$ cat src/rtl/core/smpq_pkg.sv
// Shared types and constants of the stable max priority queue.
package smpq_pkg;

  localparam int TAG_W = 16;
  localparam int SEV_W = 16;
  localparam int ENTRY_W = TAG_W + SEV_W;

  localparam logic [1:0] OP_INSERT = 2'd0;
  localparam logic [1:0] OP_SERVE  = 2'd1;
  localparam logic [1:0] OP_CLEAR  = 2'd2;

  localparam logic [1:0] ST_SERVED = 2'd0;
  localparam logic [1:0] ST_EMPTY  = 2'd1;
  localparam logic [1:0] ST_FULL   = 2'd2;

  typedef enum logic [1:0] {
    S_IDLE,
    S_SCAN,
    S_EMIT,
    S_SHIFT
  } smpq_state_t;

  typedef struct packed {
    logic       ins;
    logic       clr;
    logic       start_scan;
    logic       scan;
    logic       emit;
    logic [1:0] emit_status;
    logic       start_shift;
    logic       shift;
    logic       dec;
  } smpq_cmd_t;

  typedef struct packed {
    logic full;
    logic empty;
    logic scan_done;
    logic shift_done;
    logic out_free;
  } smpq_sts_t;

endpackage

$ cat src/rtl/core/stable_max_priority_queue.sv
// Insert and clear words need no result; a full insert or an empty serve emits a status word.
// A serve with stored entries runs in steps: accept, scan the entry RAM, emit the result,
// then close the gap. One word is in work at a time; a result still waiting in the output
// register holds the emit step. Synchronous active-low reset empties the queue by zeroing
// the fill count; the RAM itself is not swept.
module stable_max_priority_queue #(
  parameter int CAPACITY = 64
) (
  input  logic                       clk,
  input  logic                       rst_n,
  input  logic                       in_valid,
  output logic                       in_ready,
  input  logic [1:0]                 in_op,
  input  logic [smpq_pkg::TAG_W-1:0] in_entry_tag,
  input  logic [smpq_pkg::SEV_W-1:0] in_entry_severity,
  output logic                       out_valid,
  input  logic                       out_ready,
  output logic [1:0]                 out_status,
  output logic [smpq_pkg::TAG_W-1:0] out_served_tag,
  output logic [smpq_pkg::SEV_W-1:0] out_served_severity
);

  smpq_pkg::smpq_cmd_t cmd;
  smpq_pkg::smpq_sts_t sts;

  smpq_ctrl u_ctrl (
    .clk      (clk),
    .rst_n    (rst_n),
    .in_valid (in_valid),
    .in_ready (in_ready),
    .in_op    (in_op),
    .sts      (sts),
    .cmd      (cmd)
  );

  smpq_datapath #(
    .CAPACITY (CAPACITY)
  ) u_datapath (
    .clk                 (clk),
    .rst_n               (rst_n),
    .cmd                 (cmd),
    .sts                 (sts),
    .in_entry_tag        (in_entry_tag),
    .in_entry_severity   (in_entry_severity),
    .out_valid           (out_valid),
    .out_ready           (out_ready),
    .out_status          (out_status),
    .out_served_tag      (out_served_tag),
    .out_served_severity (out_served_severity)
  );

endmodule

$ cat src/rtl/core/smpq_ram.sv
// Generic single-write, single-read RAM with registered read data.
module smpq_ram #(
  parameter int WIDTH = 32,
  parameter int DEPTH = 64
) (
  input  logic                     clk,
  input  logic                     we,
  input  logic [$clog2(DEPTH)-1:0] waddr,
  input  logic [WIDTH-1:0]         wdata,
  input  logic [$clog2(DEPTH)-1:0] raddr,
  output logic [WIDTH-1:0]         rdata
);

  logic [WIDTH-1:0] mem [DEPTH];
  logic [WIDTH-1:0] rdata_r;

  always_ff @(posedge clk) begin
    if (we) begin
      mem[waddr] <= wdata;
    end
    rdata_r <= mem[raddr];
  end

  assign rdata = rdata_r;

endmodule

$ cat src/rtl/core/smpq_ctrl.sv
// Controller state machine of the stable max priority queue.
module smpq_ctrl (
  input  logic                clk,
  input  logic                rst_n,
  input  logic                in_valid,
  output logic                in_ready,
  input  logic [1:0]          in_op,
  input  smpq_pkg::smpq_sts_t sts,
  output smpq_pkg::smpq_cmd_t cmd
);

  smpq_pkg::smpq_state_t state_r, state_nxt;
  logic [1:0]            code_r, code_nxt;

  always_ff @(posedge clk) begin
    if (!rst_n) begin
      state_r <= smpq_pkg::S_IDLE;
      code_r  <= smpq_pkg::ST_SERVED;
    end else begin
      state_r <= state_nxt;
      code_r  <= code_nxt;
    end
  end

  // Next state and the status code of the pending result.
  always_comb begin
    state_nxt = state_r;
    code_nxt  = code_r;
    case (state_r)
      smpq_pkg::S_IDLE: begin
        if (in_valid) begin
          case (in_op)
            smpq_pkg::OP_INSERT: begin
              if (sts.full) begin
                state_nxt = smpq_pkg::S_EMIT;
                code_nxt  = smpq_pkg::ST_FULL;
              end
            end
            smpq_pkg::OP_SERVE: begin
              if (sts.empty) begin
                state_nxt = smpq_pkg::S_EMIT;
                code_nxt  = smpq_pkg::ST_EMPTY;
              end else begin
                state_nxt = smpq_pkg::S_SCAN;
                code_nxt  = smpq_pkg::ST_SERVED;
              end
            end
            default: begin
              state_nxt = smpq_pkg::S_IDLE;
            end
          endcase
        end
      end
      smpq_pkg::S_SCAN: begin
        if (sts.scan_done) begin
          state_nxt = smpq_pkg::S_EMIT;
        end
      end
      smpq_pkg::S_EMIT: begin
        if (sts.out_free) begin
          if (code_r == smpq_pkg::ST_SERVED) begin
            state_nxt = smpq_pkg::S_SHIFT;
          end else begin
            state_nxt = smpq_pkg::S_IDLE;
          end
        end
      end
      smpq_pkg::S_SHIFT: begin
        if (sts.shift_done) begin
          state_nxt = smpq_pkg::S_IDLE;
        end
      end
      default: begin
        state_nxt = smpq_pkg::S_IDLE;
      end
    endcase
  end

  // Commands to the datapath.
  always_comb begin
    cmd      = '0;
    in_ready = 1'b0;
    case (state_r)
      smpq_pkg::S_IDLE: begin
        in_ready = 1'b1;
        if (in_valid) begin
          case (in_op)
            smpq_pkg::OP_INSERT: cmd.ins        = !sts.full;
            smpq_pkg::OP_SERVE:  cmd.start_scan = !sts.empty;
            smpq_pkg::OP_CLEAR:  cmd.clr        = 1'b1;
            default:             cmd            = '0;
          endcase
        end
      end
      smpq_pkg::S_SCAN: begin
        cmd.scan = 1'b1;
      end
      smpq_pkg::S_EMIT: begin
        if (sts.out_free) begin
          cmd.emit        = 1'b1;
          cmd.emit_status = code_r;
          cmd.start_shift = (code_r == smpq_pkg::ST_SERVED);
        end
      end
      smpq_pkg::S_SHIFT: begin
        cmd.shift = 1'b1;
        cmd.dec   = sts.shift_done;
      end
      default: begin
        cmd = '0;
      end
    endcase
  end

endmodule

$ cat src/rtl/core/smpq_datapath.sv
// Datapath of the stable max priority queue: entry RAM, scan and shift walker, result word.
module smpq_datapath #(
  parameter int CAPACITY = 64
) (
  input  logic                                clk,
  input  logic                                rst_n,
  input  smpq_pkg::smpq_cmd_t                 cmd,
  output smpq_pkg::smpq_sts_t                 sts,
  input  logic [smpq_pkg::TAG_W-1:0]          in_entry_tag,
  input  logic [smpq_pkg::SEV_W-1:0]          in_entry_severity,
  output logic                                out_valid,
  input  logic                                out_ready,
  output logic [1:0]                          out_status,
  output logic [smpq_pkg::TAG_W-1:0]          out_served_tag,
  output logic [smpq_pkg::SEV_W-1:0]          out_served_severity
);

  localparam int AW = $clog2(CAPACITY);
  localparam int CW = $clog2(CAPACITY + 1);

  logic [CW-1:0] cnt_r, cnt_nxt;
  logic [CW-1:0] ptr_r, ptr_nxt;
  logic          pend_r, pend_nxt;
  logic [AW-1:0] pidx_r, pidx_nxt;

  logic [AW-1:0]              best_idx_r, best_idx_nxt;
  logic [smpq_pkg::TAG_W-1:0] best_tag_r, best_tag_nxt;
  logic [smpq_pkg::SEV_W-1:0] best_sev_r, best_sev_nxt;
  logic                       best_any_r, best_any_nxt;

  logic                       out_valid_r, out_valid_nxt;
  logic [1:0]                 out_status_r, out_status_nxt;
  logic [smpq_pkg::TAG_W-1:0] out_tag_r, out_tag_nxt;
  logic [smpq_pkg::SEV_W-1:0] out_sev_r, out_sev_nxt;

  logic                          ram_we;
  logic [AW-1:0]                 ram_waddr;
  logic [smpq_pkg::ENTRY_W-1:0]  ram_wdata;
  logic [smpq_pkg::ENTRY_W-1:0]  ram_rdata;
  logic [smpq_pkg::TAG_W-1:0]    rd_tag;
  logic [smpq_pkg::SEV_W-1:0]    rd_sev;
  logic                          walk;
  logic                          issue;

  smpq_ram #(
    .WIDTH (smpq_pkg::ENTRY_W),
    .DEPTH (CAPACITY)
  ) u_ram (
    .clk   (clk),
    .we    (ram_we),
    .waddr (ram_waddr),
    .wdata (ram_wdata),
    .raddr (ptr_r[AW-1:0]),
    .rdata (ram_rdata)
  );

  assign rd_tag = ram_rdata[smpq_pkg::ENTRY_W-1:smpq_pkg::SEV_W];
  assign rd_sev = ram_rdata[smpq_pkg::SEV_W-1:0];
  assign walk   = cmd.scan || cmd.shift;
  assign issue  = walk && (ptr_r < cnt_r);

  assign sts.full       = (cnt_r == CW'(CAPACITY));
  assign sts.empty      = (cnt_r == '0);
  assign sts.scan_done  = (ptr_r == cnt_r) && !pend_r;
  assign sts.shift_done = (ptr_r == cnt_r) && !pend_r;
  assign sts.out_free   = !out_valid_r || out_ready;

  // Entries sit in insertion order; a serve closes the gap by moving later entries down.
  always_comb begin
    ram_we    = 1'b0;
    ram_waddr = cnt_r[AW-1:0];
    ram_wdata = {in_entry_tag, in_entry_severity};
    if (cmd.ins) begin
      ram_we = 1'b1;
    end else if (cmd.shift && pend_r) begin
      ram_we    = 1'b1;
      ram_waddr = pidx_r - AW'(1);
      ram_wdata = ram_rdata;
    end
  end

  always_comb begin
    cnt_nxt      = cnt_r;
    ptr_nxt      = ptr_r;
    pend_nxt     = pend_r;
    pidx_nxt     = pidx_r;
    best_idx_nxt = best_idx_r;
    best_tag_nxt = best_tag_r;
    best_sev_nxt = best_sev_r;
    best_any_nxt = best_any_r;

    if (cmd.clr) begin
      cnt_nxt = '0;
    end else if (cmd.ins) begin
      cnt_nxt = cnt_r + CW'(1);
    end else if (cmd.dec) begin
      cnt_nxt = cnt_r - CW'(1);
    end

    if (cmd.start_scan) begin
      ptr_nxt      = '0;
      pend_nxt     = 1'b0;
      best_any_nxt = 1'b0;
    end else if (cmd.start_shift) begin
      ptr_nxt  = CW'(best_idx_r) + CW'(1);
      pend_nxt = 1'b0;
    end else if (walk) begin
      pend_nxt = issue;
      if (issue) begin
        pidx_nxt = ptr_r[AW-1:0];
        ptr_nxt  = ptr_r + CW'(1);
      end
    end

    // Strictly greater keeps the earliest entry among equal severities.
    if (cmd.scan && pend_r && (!best_any_r || (rd_sev > best_sev_r))) begin
      best_any_nxt = 1'b1;
      best_idx_nxt = pidx_r;
      best_tag_nxt = rd_tag;
      best_sev_nxt = rd_sev;
    end
  end

  always_comb begin
    out_valid_nxt  = out_valid_r;
    out_status_nxt = out_status_r;
    out_tag_nxt    = out_tag_r;
    out_sev_nxt    = out_sev_r;
    if (out_valid_r && out_ready) begin
      out_valid_nxt = 1'b0;
    end
    if (cmd.emit) begin
      out_valid_nxt  = 1'b1;
      out_status_nxt = cmd.emit_status;
      if (cmd.emit_status == smpq_pkg::ST_SERVED) begin
        out_tag_nxt = best_tag_r;
        out_sev_nxt = best_sev_r;
      end else begin
        out_tag_nxt = '0;
        out_sev_nxt = '0;
      end
    end
  end

  always_ff @(posedge clk) begin
    if (!rst_n) begin
      cnt_r       <= '0;
      ptr_r       <= '0;
      pend_r      <= 1'b0;
      best_any_r  <= 1'b0;
      out_valid_r <= 1'b0;
    end else begin
      cnt_r       <= cnt_nxt;
      ptr_r       <= ptr_nxt;
      pend_r      <= pend_nxt;
      best_any_r  <= best_any_nxt;
      out_valid_r <= out_valid_nxt;
    end
  end

  always_ff @(posedge clk) begin
    pidx_r       <= pidx_nxt;
    best_idx_r   <= best_idx_nxt;
    best_tag_r   <= best_tag_nxt;
    best_sev_r   <= best_sev_nxt;
    out_status_r <= out_status_nxt;
    out_tag_r    <= out_tag_nxt;
    out_sev_r    <= out_sev_nxt;
  end

  assign out_valid           = out_valid_r;
  assign out_status          = out_status_r;
  assign out_served_tag      = out_tag_r;
  assign out_served_severity = out_sev_r;

endmodule

$ cat config.mk
export PLATFORM = sky130hd
export DESIGN_NAME = stable_max_priority_queue
export DESIGN_NICKNAME = d
export VERILOG_FILES = /design/src/rtl/core/smpq_pkg.sv /design/src/rtl/core/stable_max_priority_queue.sv /design/src/rtl/core/smpq_ram.sv /design/src/rtl/core/smpq_ctrl.sv /design/src/rtl/core/smpq_datapath.sv
export SDC_FILE = /design/constraint.sdc
export NUM_CORES = 2
export LEC_CHECK = 0
export BUFFER_PORTS_ARGS = -buffer_cell sky130_fd_sc_hd__buf_2
export CAP_MARGIN = 20
export CORE_MARGIN = 4
export CORE_UTILIZATION = 50
export CTS_BUF_LIST = sky130_fd_sc_hd__clkbuf_2 sky130_fd_sc_hd__clkbuf_4 sky130_fd_sc_hd__clkbuf_8
export DETAILED_ROUTE_END_ITERATION = 10
export GPL_TIMING_DRIVEN = 0
export MAX_ROUTING_LAYER = met4
export PLACE_DENSITY = 0.75
export SLEW_MARGIN = 20
export SYNTH_ARGS = -nofsm -noshare
export SYNTH_HDL_FRONTEND = slang
export SYNTH_SLANG_ARGS = --single-unit
$ cat constraint.sdc
create_clock -name clk -period 6.1 [get_ports clk]
set_input_delay 1.22 -clock clk [delete_from_list [all_inputs] [get_ports clk]]
set_output_delay 1.22 -clock clk [all_outputs]
set_load 0.05 [all_outputs]
==> metrics.yaml <==
placed_design:
  port_buffers: 73
  dpl.cell_count: 6262
  post-place-ws_ns: 1.330
  routabilityCongestion: 0.9413
  hpwl_mm: 154.8
logic_synthesis:
  ys_seq_elements: 2179
  syn-num-nets: 3978
  ys.flop_type: "edfxtp_1"
  synth_area_sq_mm: 0.08382
  yosys_warnings: 0
  yosysTopAreaCell: "edfxtp_1"
  netlist-cell-type-count: 60
  synth_edf_count: 2126
  yosysTopAreaCellShare_pct: 76.17
  synth_area_per_cell_sq_um: 21.45
  synth_seq_area_share_pct: 77.43
  async_flop_share_pct: 0
  synth_area_leaders: "edfxtp_1 76%, mux4_2 13%, mux2i_1 1.6%"
  syn_inst: 3908
route:
  finalWirelength_mm: 237.5
  vias: 45100
  met1_length_mm: 79.06
  drt_pass1_iterations: 11
  drc: 1
  wl_met2_mm: 109.3
  drt-wirelength-per-cell_um: 34.63
  top_layer_used: "met4"
  ant_nets: 0
  drt_iter0_drc: 7443
  met3_length_mm: 32.99
  drt-vias-per-instance: 6.575
setup_path:
  slowest_stage: "dfxtp_1"
  crit_path_end: "u_datapath.u_ram.rdata[17]$_DFF_P_"
  slowest_delay_ns: 0.99
  worst_ep_arrival_time_ns: 5.76
  timing.rr.end: "u_datapath.u_ram.rdata[17]$_DFF_P_"
  crit_type: "flip-flop to flip-flop"
  path_cells: "clkinv_1 -> nand2_1 -> clkbuf_1 -> o22ai_1 -> a211oi_1 -> nor2_1 -> a221oi_1"
  r2r_start: "u_datapath.ptr_r[3]$_SDFFE_PP0P_"
  crit_required_ns: 6.91
  rrSetupSlack_ns: 1.16
  r2r_cells: 7
  crit_fanout: 10
  crit_start: "u_datapath.ptr_r[3]$_SDFFE_PP0P_"
  startpoint_type: "flip-flop"
  endpoint_kind: "flip-flop"
grt:
  grt_overflow: 0
  grt_max_degree: 65
  grt_use_total_pct: 28.09
  grt_pass1_vias: 44400
  antenna_found_initial: 9
  grt_pass1_wl_mm: 333.4
timing:
  finalWorstSetupSlack_ns: 1.156
  fin_setup_tns_ns: 0
  fin_crit_sh_pct: 81.06
  fin_worst_skew_ns: 0.07331
  drv_slew: 0
  grt_setup_unrepaired: "no"
  fmax_ghz: 0.2022
  finalCriticalPeriod_ns: 4.944
  worst_pin_slew_ns: 1.303
  maxSlewHeadroom_pct: 12.47
  setup_viol: 0
  final_hold_viol_count: 0
die:
  die_x_um: 417.4
  rows: 149
  die-area_sq_mm: 0.1742
  ios: 74
  start_util_pct: 50.57
  die_h_um: 417.4
  core-area_sq_mm: 0.1657
cts:
  cts_buffer_depth: 4
  cts.repair.resized: 0
  hold_buffers: 0
  clock-sinks: 2179
  cts_setup_buffers: 0
  clkTransAtPathRegs_ns: 0.06
  insertion_delay_ns: 1.05
  cts.htree.levels: 5
  cts_made_buffers: 342
  cts_tree: "done"
  root_buffer: "clkbuf_8"
layout:
  num-fill-cells: 11290
  final_nets: 4487
  area_growth_pct: 14.61
  post-route-util_pct: 57.96
  final_layout_size_suffix_gt1_share_pct: 30.20
  fin_cells: 6859
pwr:
  totalPowerFinal_uw: 35290
  peakVddDrop_mv: 0.2676
  p_leak_uw: 0.03019
  p_per_area_mw_per_mm2: 367.4
flow_run:
  maxCapViolCount: 0
min_path:
  hp-class: "flip-flop to flip-flop"
status:
  outcome: "finished with violations"
  violations: "DRC"
routing by layer:
layer	global-route usage, %	vias to the layer above
li1	-	17460
met1	34.77	23130
met3	9.036	768
met5	-	-
met2	41.35	3748
met4	15.65	0
sequential cells by signal, indices dropped and copies added (netlist names):
register,cells
u_ctrl.code_r,2
u_ctrl.state_r,2
u_datapath.best_any_r,1
u_datapath.best_idx_r,6
u_datapath.best_sev_r,16
u_datapath.best_tag_r,16
u_datapath.cnt_r,7
u_datapath.out_served_severity,16
u_datapath.out_served_tag,16
u_datapath.out_status,2
u_datapath.out_valid,1
u_datapath.pend_r,1
u_datapath.pidx_r,6
u_datapath.ptr_r,7
u_datapath.u_ram.mem,2048
u_datapath.u_ram.rdata,32
kinds of logic after synthesis:
group / synth area share (%)
fa+ha+maj: 0.4866
simple gates: 2.109
flops: 77.43
mux: 15.10
xor+xnor: 0.1672
compound gates: 3.210
buf+inv: 1.497
critical path: cells and delay by family (launching register included):
kind,cells,cell delay (ns)
DFF,1,0.99
and+or+nand+nor,2,0.70
AOI/OAI and AO/OA,3,1.79
buffers and inverters,2,1.20
worst min-delay path by stage:
stage / from / end / slack, ns / depth (start not counted)
final: u_datapath.u_ram.rdata[23]$_DFF_P_ / u_datapath.best_tag_r[7]$_DFFE_PP_ / 0.43 / 0
after global routing: u_datapath.u_ram.rdata[19]$_DFF_P_ / u_datapath.best_tag_r[3]$_DFFE_PP_ / 0.44 / 0
after CTS: u_datapath.u_ram.rdata[23]$_DFF_P_ / u_datapath.best_tag_r[7]$_DFFE_PP_ / 0.43 / 0
after detailed placement: u_datapath.u_ram.rdata[23]$_DFF_P_ / u_datapath.best_tag_r[7]$_DFFE_PP_ / 0.41 / 0
after global placement: u_datapath.u_ram.rdata[27]$_DFF_P_ / u_datapath.best_tag_r[11]$_DFFE_PP_ / 0.41 / 0
after floorplan: u_datapath.u_ram.rdata[16]$_DFF_P_ / u_datapath.best_tag_r[0]$_DFFE_PP_ / 0.40 / 0
placed cells by master, fill, tap and decap left out, types with 27 or more instances in the layout:
master,netlist,final
buf_4,31,34
ha_1,31,31
nor2_4,0,65
a21oi_1,92,91
nand2_1,74,74
o21ai_0,84,83
clkbuf_8,0,366
o221ai_1,35,35
clkbuf_1,77,73
buf_12,0,72
clkbuf_4,0,103
nor2b_1,33,33
buf_2,67,141
edfxtp_1,2126,2126
mux2i_1,138,138
mux2_4,0,27
a221oi_1,60,60
clkinv_2,0,33
clkinv_1,1,73
inv_1,34,34
nor2_1,166,101
o22ai_1,41,41
dfxtp_1,53,53
mux4_2,483,483
synth_stat cells, types with 7 or more instances:
| cell type | number |
|---|---|
| dfxtp_1 | 53 |
| mux2_2 | 35 |
| buf_1 | 13 |
| nor2b_1 | 33 |
| mux2i_1 | 138 |
| a22o_1 | 20 |
| edfxtp_1 | 2126 |
| ha_1 | 31 |
| a211oi_1 | 23 |
| nand2b_1 | 24 |
| a221oi_1 | 60 |
| nor2_1 | 166 |
| xnor2_1 | 12 |
| nand4_1 | 9 |
| and3_1 | 7 |
| a21o_1 | 8 |
| o221ai_1 | 35 |
| nand3_1 | 23 |
| clkbuf_1 | 77 |
| buf_6 | 19 |
| inv_1 | 34 |
| o22ai_1 | 41 |
| a21oi_1 | 92 |
| o211a_1 | 8 |
| nand2_1 | 74 |
| buf_4 | 31 |
| o21ai_0 | 84 |
| buf_2 | 67 |
| mux4_2 | 483 |
| nor3_1 | 21 |
area by class of cell:
cell class / instances / area (sq um) / area share (%)
repair buffers: 165 / 2297 / 2.391
flip-flops and latches: 2179 / 64900 / 67.56
plain buffers: 207 / 1127 / 1.174
diodes: 8 / 20.02 / 0.02084
clock buffers: 469 / 5811 / 6.049
clock inverters: 120 / 728.2 / 0.7580
multi-input cells: 1486 / 18300 / 19.05
inverters: 36 / 135.1 / 0.1407
well taps: 2189 / 2739 / 2.851
through the flow:
step | instance area, sq um | hold WS, ns
floorplan | 83820 | 0.4044
global placement | 86920 | 0.4079
detailed placement | 89460 | 0.4124
CTS | 96000 | 0.4270
global route | 96050 | 0.4390
finish | 96060 | 0.4310
where the power goes:
part	internal (uW)	switching [uW]
Clock	6470	5540
Sequential	16700	277
Combinational	2400	3930
Total	25600	9740
No activity file was read; power rests on OpenSTA's default activity.
